## config.mk

```make
export PLATFORM = sky130hd
export DESIGN_NAME = pdf_vr
export DESIGN_NICKNAME = d
export VERILOG_FILES = /design/src/rtl/pdf_pkg.sv /design/src/rtl/pdf_vr.sv
export SDC_FILE = /design/constraint.sdc
export NUM_CORES = 2
export LEC_CHECK = 0
export BUFFER_PORTS_ARGS = -buffer_cell sky130_fd_sc_hd__buf_4
export CAP_MARGIN = 40
export CORE_ASPECT_RATIO = 0.6
export CORE_UTILIZATION = 50
export CTS_CLUSTER_SIZE = 16
export DETAILED_ROUTE_END_ITERATION = 10
export PLACE_DENSITY = 0.77
export SETUP_SLACK_MARGIN = 0.02
export SYNTH_ARGS = -nofsm -noshare
export SYNTH_HDL_FRONTEND = slang
export SYNTH_SLANG_ARGS = --single-unit
```

## constraint.sdc

```tcl
create_clock -name clk_i -period 11.8 [get_ports clk_i]
set_clock_uncertainty 0.05 [all_clocks]
set_input_delay 1.18 -clock clk_i [delete_from_list [all_inputs] [get_ports clk_i]]
set_output_delay 1.18 -clock clk_i [all_outputs]
set_load 0.1 [all_outputs]
```

## src/rtl/pdf_pkg.sv

```systemverilog
package pdf_pkg;

  localparam int unsigned FracBitsDefault = 16;
  localparam logic [63:0] PiQ31 = 64'd6746518852;
  localparam logic [30:0] DragCoefReset = 31'd30802;

  typedef enum logic [1:0] {
    PdfOk   = 2'd0,
    PdfZero = 2'd1,
    PdfSat  = 2'd2
  } pdf_status_e;

  typedef struct packed {
    logic [30:0] rho;
    logic [30:0] rad;
    logic [31:0] gx;
    logic [31:0] gy;
    logic [31:0] vx;
    logic [31:0] vy;
    logic [31:0] k;
    logic        sat;
    logic        zero;
  } pdf_ctx_t;

  // unsigned fixed-point product, rounded half up and capped; bit 32 flags the cap
  function automatic logic [32:0] pdf_mulq(input logic [31:0] a, input logic [31:0] b,
                                           input int unsigned frac);
    logic [63:0] p;
    logic [63:0] r;
    p = 64'(a) * 64'(b);
    r = (p + (64'd1 << (frac - 1))) >> frac;
    if (|r[63:32]) begin
      return {1'b1, 32'hFFFF_FFFF};
    end else begin
      return {1'b0, r[31:0]};
    end
  endfunction

  function automatic logic [31:0] pdf_abs(input logic [31:0] v);
    return v[31] ? 32'(-v) : v;
  endfunction

endpackage

```

## src/rtl/pdf_vr.sv

```systemverilog
module pdf_vr #(
  parameter int unsigned FRAC_BITS = pdf_pkg::FracBitsDefault
) (
  input  logic                    clk_i,
  input  logic                    rst_ni,
  input  logic                    en_i,
  input  logic                    valid_i,
  input  pdf_pkg::pdf_ctx_t       ctx_i,
  input  logic [32+FRAC_BITS-1:0] qx_i,
  input  logic [32+FRAC_BITS-1:0] qy_i,
  output logic                    valid_o,
  output pdf_pkg::pdf_ctx_t       ctx_o,
  output logic [63:0]             sum_o
);

  localparam int unsigned W  = 32 + FRAC_BITS;
  localparam int unsigned DW = W + 2;
  localparam logic signed [DW-1:0] SMax = DW'(64'sd2147483647);
  localparam logic signed [DW-1:0] SMin = -SMax - DW'(1);

  function automatic logic [32:0] rel_vel(input logic [31:0] v, input logic [W-1:0] q,
                                          input logic neg);
    logic signed [DW-1:0] ve;
    logic signed [DW-1:0] qe;
    logic signed [DW-1:0] d;
    ve = DW'($signed(v));
    qe = $signed({2'b00, q});
    d  = neg ? ve + qe : ve - qe;
    if (d > SMax) begin
      return {1'b1, 32'h7FFF_FFFF};
    end else if (d < SMin) begin
      return {1'b1, 32'h8000_0000};
    end else begin
      return {1'b0, d[31:0]};
    end
  endfunction

  logic              v1_q, v2_q, v3_q;
  pdf_pkg::pdf_ctx_t ctx1_q, ctx2_q, ctx3_q;
  pdf_pkg::pdf_ctx_t ctx1_d;
  logic [32:0]       rx, ry;
  logic [31:0]       avx, avy;
  logic [63:0]       sqx_q, sqy_q, sum_q;

  always_comb begin
    rx = rel_vel(ctx_i.vx, qx_i, ctx_i.gx[31]);
    ry = rel_vel(ctx_i.vy, qy_i, ctx_i.gy[31]);
    ctx1_d = ctx_i;
    ctx1_d.vx = rx[31:0];
    ctx1_d.vy = ry[31:0];
    ctx1_d.sat = ctx_i.sat | rx[32] | ry[32];
    avx = pdf_pkg::pdf_abs(ctx1_q.vx);
    avy = pdf_pkg::pdf_abs(ctx1_q.vy);
  end

  always_ff @(posedge clk_i or negedge rst_ni) begin
    if (!rst_ni) begin
      v1_q <= 1'b0;
      v2_q <= 1'b0;
      v3_q <= 1'b0;
    end else if (en_i) begin
      v1_q <= valid_i;
      v2_q <= v1_q;
      v3_q <= v2_q;
    end
  end

  always_ff @(posedge clk_i) begin
    if (en_i) begin
      ctx1_q <= ctx1_d;
      ctx2_q <= ctx1_q;
      sqx_q  <= 64'(avx) * 64'(avx);
      sqy_q  <= 64'(avy) * 64'(avy);
      ctx3_q <= ctx2_q;
      sum_q  <= sqx_q + sqy_q;
    end
  end

  assign valid_o = v3_q;
  assign ctx_o   = ctx3_q;
  assign sum_o   = sum_q;

endmodule

```

==> summary.md <==
| Metric | Value |
|---|---|
| Status | finished, final reports clean |
| Root buf cell | clkbuf_16 |
| Yosys reg bits | 863 |
| CP peak stage delay | 650 ps |
| Hold_buf cts | 0 |
| Fmax | 87.8 MHz |
| Gr ovfl total | 0 |
| Final WL | 269000 microns |
| Post-synth top flop | edfxtp_1 |
| Number of synthesized flops with an enable pin | 860 |
| Total track usage | 28.4% |
| I/O Pins | 613 |
| First-pass GRT wire length | 413000 microns |
| RSZ-0062 raised after global routing | yes |
| WP data arrival | 11800 ps |
| Die area | 192000 sq um |
| Largest net degree at the start of global routing | 176 |
| Die Ht | 340 microns |
| Vias | 67335 |
| DRC Markers | 0 |
| Initial DRC count | 6854 |
| Async set-reset flop share out of synthesis | 0.348% |
| Fin crit period | 11390 ps |
| Final Hold Vio Count | 0 |
| Top-count cell post-synth | inv_1 |
| Finished Layout Cells | 12229 |
| Rows | 123 |
| Synth Area per Inst | 10.6 sq um |
| Area contributors post-synth | fa_1, edfxtp_1, ha_1 |
| Number of global-route vias before repair | 70406 |
| Inserted Clock Buffers | 83 |
| Fillers | 15694 |
| Final Slew Violations | 0 |
| Skew-Pair Late Insertion Delay | 740 ps |
| # Max-Cap Violations | 0 |
| Worst endpoint required time | 12220 ps |
| Vias per inst | 5.51 |
| Die X | 565 microns |
| Largest area contributor in the netlist | fa_1 |
| Crit. End Element | register |
| CTS tree | built |
| DPL Wire Length | 221000 microns |
| Finish-stage setup viols | 0 |
| Clock tree buffer depth | 3 |
| Fin nets | 12307 |
| Most common cell on crit path | fa_1 |
| Layout cell share with drive strength beyond 1 | 10.4% |
| Total core area | 188000 sq um |
| Crit path max-delay cell type | fa_1 |
| Clk sink count | 863 |
| Distinct cells, synth | 91 |
| Worst-Margin Slew | 984 ps |
| CP Launch Type | register |
| Synthesis-to-finish area growth | 12.1% |
| Crit path kind | register to register |
| H-tree levels | 3 |
| Register area | 25900 sq um |
| Pre-Repair DR Iteration Count | 8 |
| Initial core utilization | 50.6% |
| Input/output buffers | 612 |
| Register area share after synthesis | 27.2% |
| Avg WL per Cell | 22.0 microns |
| Top post-synthesis cells by count | inv_1, fa_1, edfxtp_1 |
| Ys Warns | 0 |
| Final period util | 96.5% |
| Detail Route Antenna Nets | 0 |
| Crit Path Max Fanout | 9 |
| Antenna violations before repair | 5 |
| RePlAce Congestion | 1.02 |
| DP Cell Count | 12071 |
| Hold Crit Class | input pin to asynchronous set/reset pin |
| Slew HR | 34.4% |
| Post-synth top area share | 33.5% |
| Setup_tns | 0 ps |
| Netlist Area Pre-Place | 95200 sq um |
| Syn Inst Count | 8970 |
| Area of the multi-input gates | 60900 sq um |
| Clock slew seen by the registers of the worst setup and hold paths | 70 ps |
[flip-flops by register name, indices dropped and copies added, names as in the netlist, 62 cells and up]
signal,cells
ctx1_q,224
ctx2_q,224
ctx_o,224
sqx_q,62
sqy_q,62
sum_o,64
[placed cells by master (no fill, tap or decap), drive strengths merged, types with 21 or more instances in the layout]
cell type | synthesis | routed
a21oi | 358 | 358
fa | 1593 | 1593
clkinv | 14 | 45
a211oi | 37 | 37
o21bai | 43 | 43
a31oi | 30 | 30
nor2b | 40 | 40
nor3 | 82 | 82
o31ai | 23 | 23
xnor2 | 240 | 240
nand2 | 670 | 670
nor4 | 29 | 29
o21a | 47 | 47
ha | 730 | 730
and3 | 40 | 40
nor2 | 701 | 701
edfxtp | 860 | 860
and2 | 27 | 27
o21ai | 228 | 228
xor2 | 224 | 224
buf | 22 | 797
or3 | 41 | 41
clkbuf | 219 | 93
nand2b | 46 | 46
conb | 2 | 50
inv | 2067 | 2079
o211ai | 30 | 30
or4 | 21 | 21
nand3 | 72 | 72
a21o | 170 | 170
nand4 | 49 | 49
[worst max-delay path: cells and delay by family (launching register included)]
kind | cells | cell delay, ps
adders and majority gates | 9 | 4620
DFF | 1 | 470
xor gates and xnor gates | 2 | 260
and+or+nand+nor | 10 | 3290
AOI/OAI and AO/OA | 8 | 1650
buffers and inverters | 5 | 820
[logic make-up (layout without fill, tap and decap cells)]
group | Yosys count | after routing | synth area share [%]
AOI/OAI and AO/OA | 1098 | 1098 | 7.30
xor gates and xnor gates | 464 | 464 | 4.28
adders and majority gates | 2323 | 2323 | 43.1
buffers and inverters | 2322 | 3030 | 9.18
DFF | 863 | 863 | 27.2
muxes | 13 | 13 | 0.149
other | 2 | 53 | 0.00789
and+or+nand+nor | 1885 | 1885 | 8.78
[area by class of cell]
cell class / instances / share of cell area (%)
Multi-Input combinational cell: 5833 / 57.0
Sequential cell: 863 / 24.3
Inverter: 2081 / 7.32
Timing Repair Buffer: 798 / 5.72
Tap cell: 2500 / 2.93
Clock buffer: 92 / 1.98
Clock inverter: 59 / 0.768
Antenna cell: 3 / 0.00703
[what timing repair did]
item | CTS | global route
setup endpoints to repair | 0 | 10
setup buffers | 0 | 2
hold endpoints to repair | 0 | 0
resized for setup | 0 | 8
[path summary, 6_finish.rpt]
path | slack, ps | depth (start not counted) | from | endpoint
worst max register to register | 410 | 34 | ctx1_q[39] | sqy_q[63]
max in group asynchronous | 11410 | 1 | rst_ni | v1_q
worst min register to register | 300 | 0 | ctx2_q[175] | ctx_o[175]
worst max-delay path | 410 | 34 | ctx1_q[39] | sqy_q[63]
min in group clk_i | 300 | 0 | ctx2_q[175] | ctx_o[175]
worst min-delay path | 200 | 1 | rst_ni | valid_o
[routing by layer]
metal	vias to the layer above	part of all wire [%]	global-route usage, %
met5	-	0.0048	0
met4	2	2.4	6.34
met3	400	13	9.75
met2	3564	42	40.9
met1	33646	43	41.2
li1	29723	-	-
[per-stage QoR]
| step | util (%) | instance area [sq um] | setup slack [ps] | hold slack (ps) |
|---|---|---|---|---|
| 4_1_cts | 56.7 | 107000 | 110 | 156 |
| 3_5_place_dp | 55.1 | 104000 | 122 | 355 |
| 3_3_place_gp | 55.1 | 104000 | 211 | 350 |
| 6_report | 56.7 | 107000 | 413 | 202 |
| 2_1_floorplan | - | 95400 | 1160 | 350 |
| 5_1_grt | 56.7 | 107000 | 19.7 | 162 |
Power is left out: the tool's default activity adds up to more than one toggle a clock period on the data nets, which glitch-free logic cannot reach.
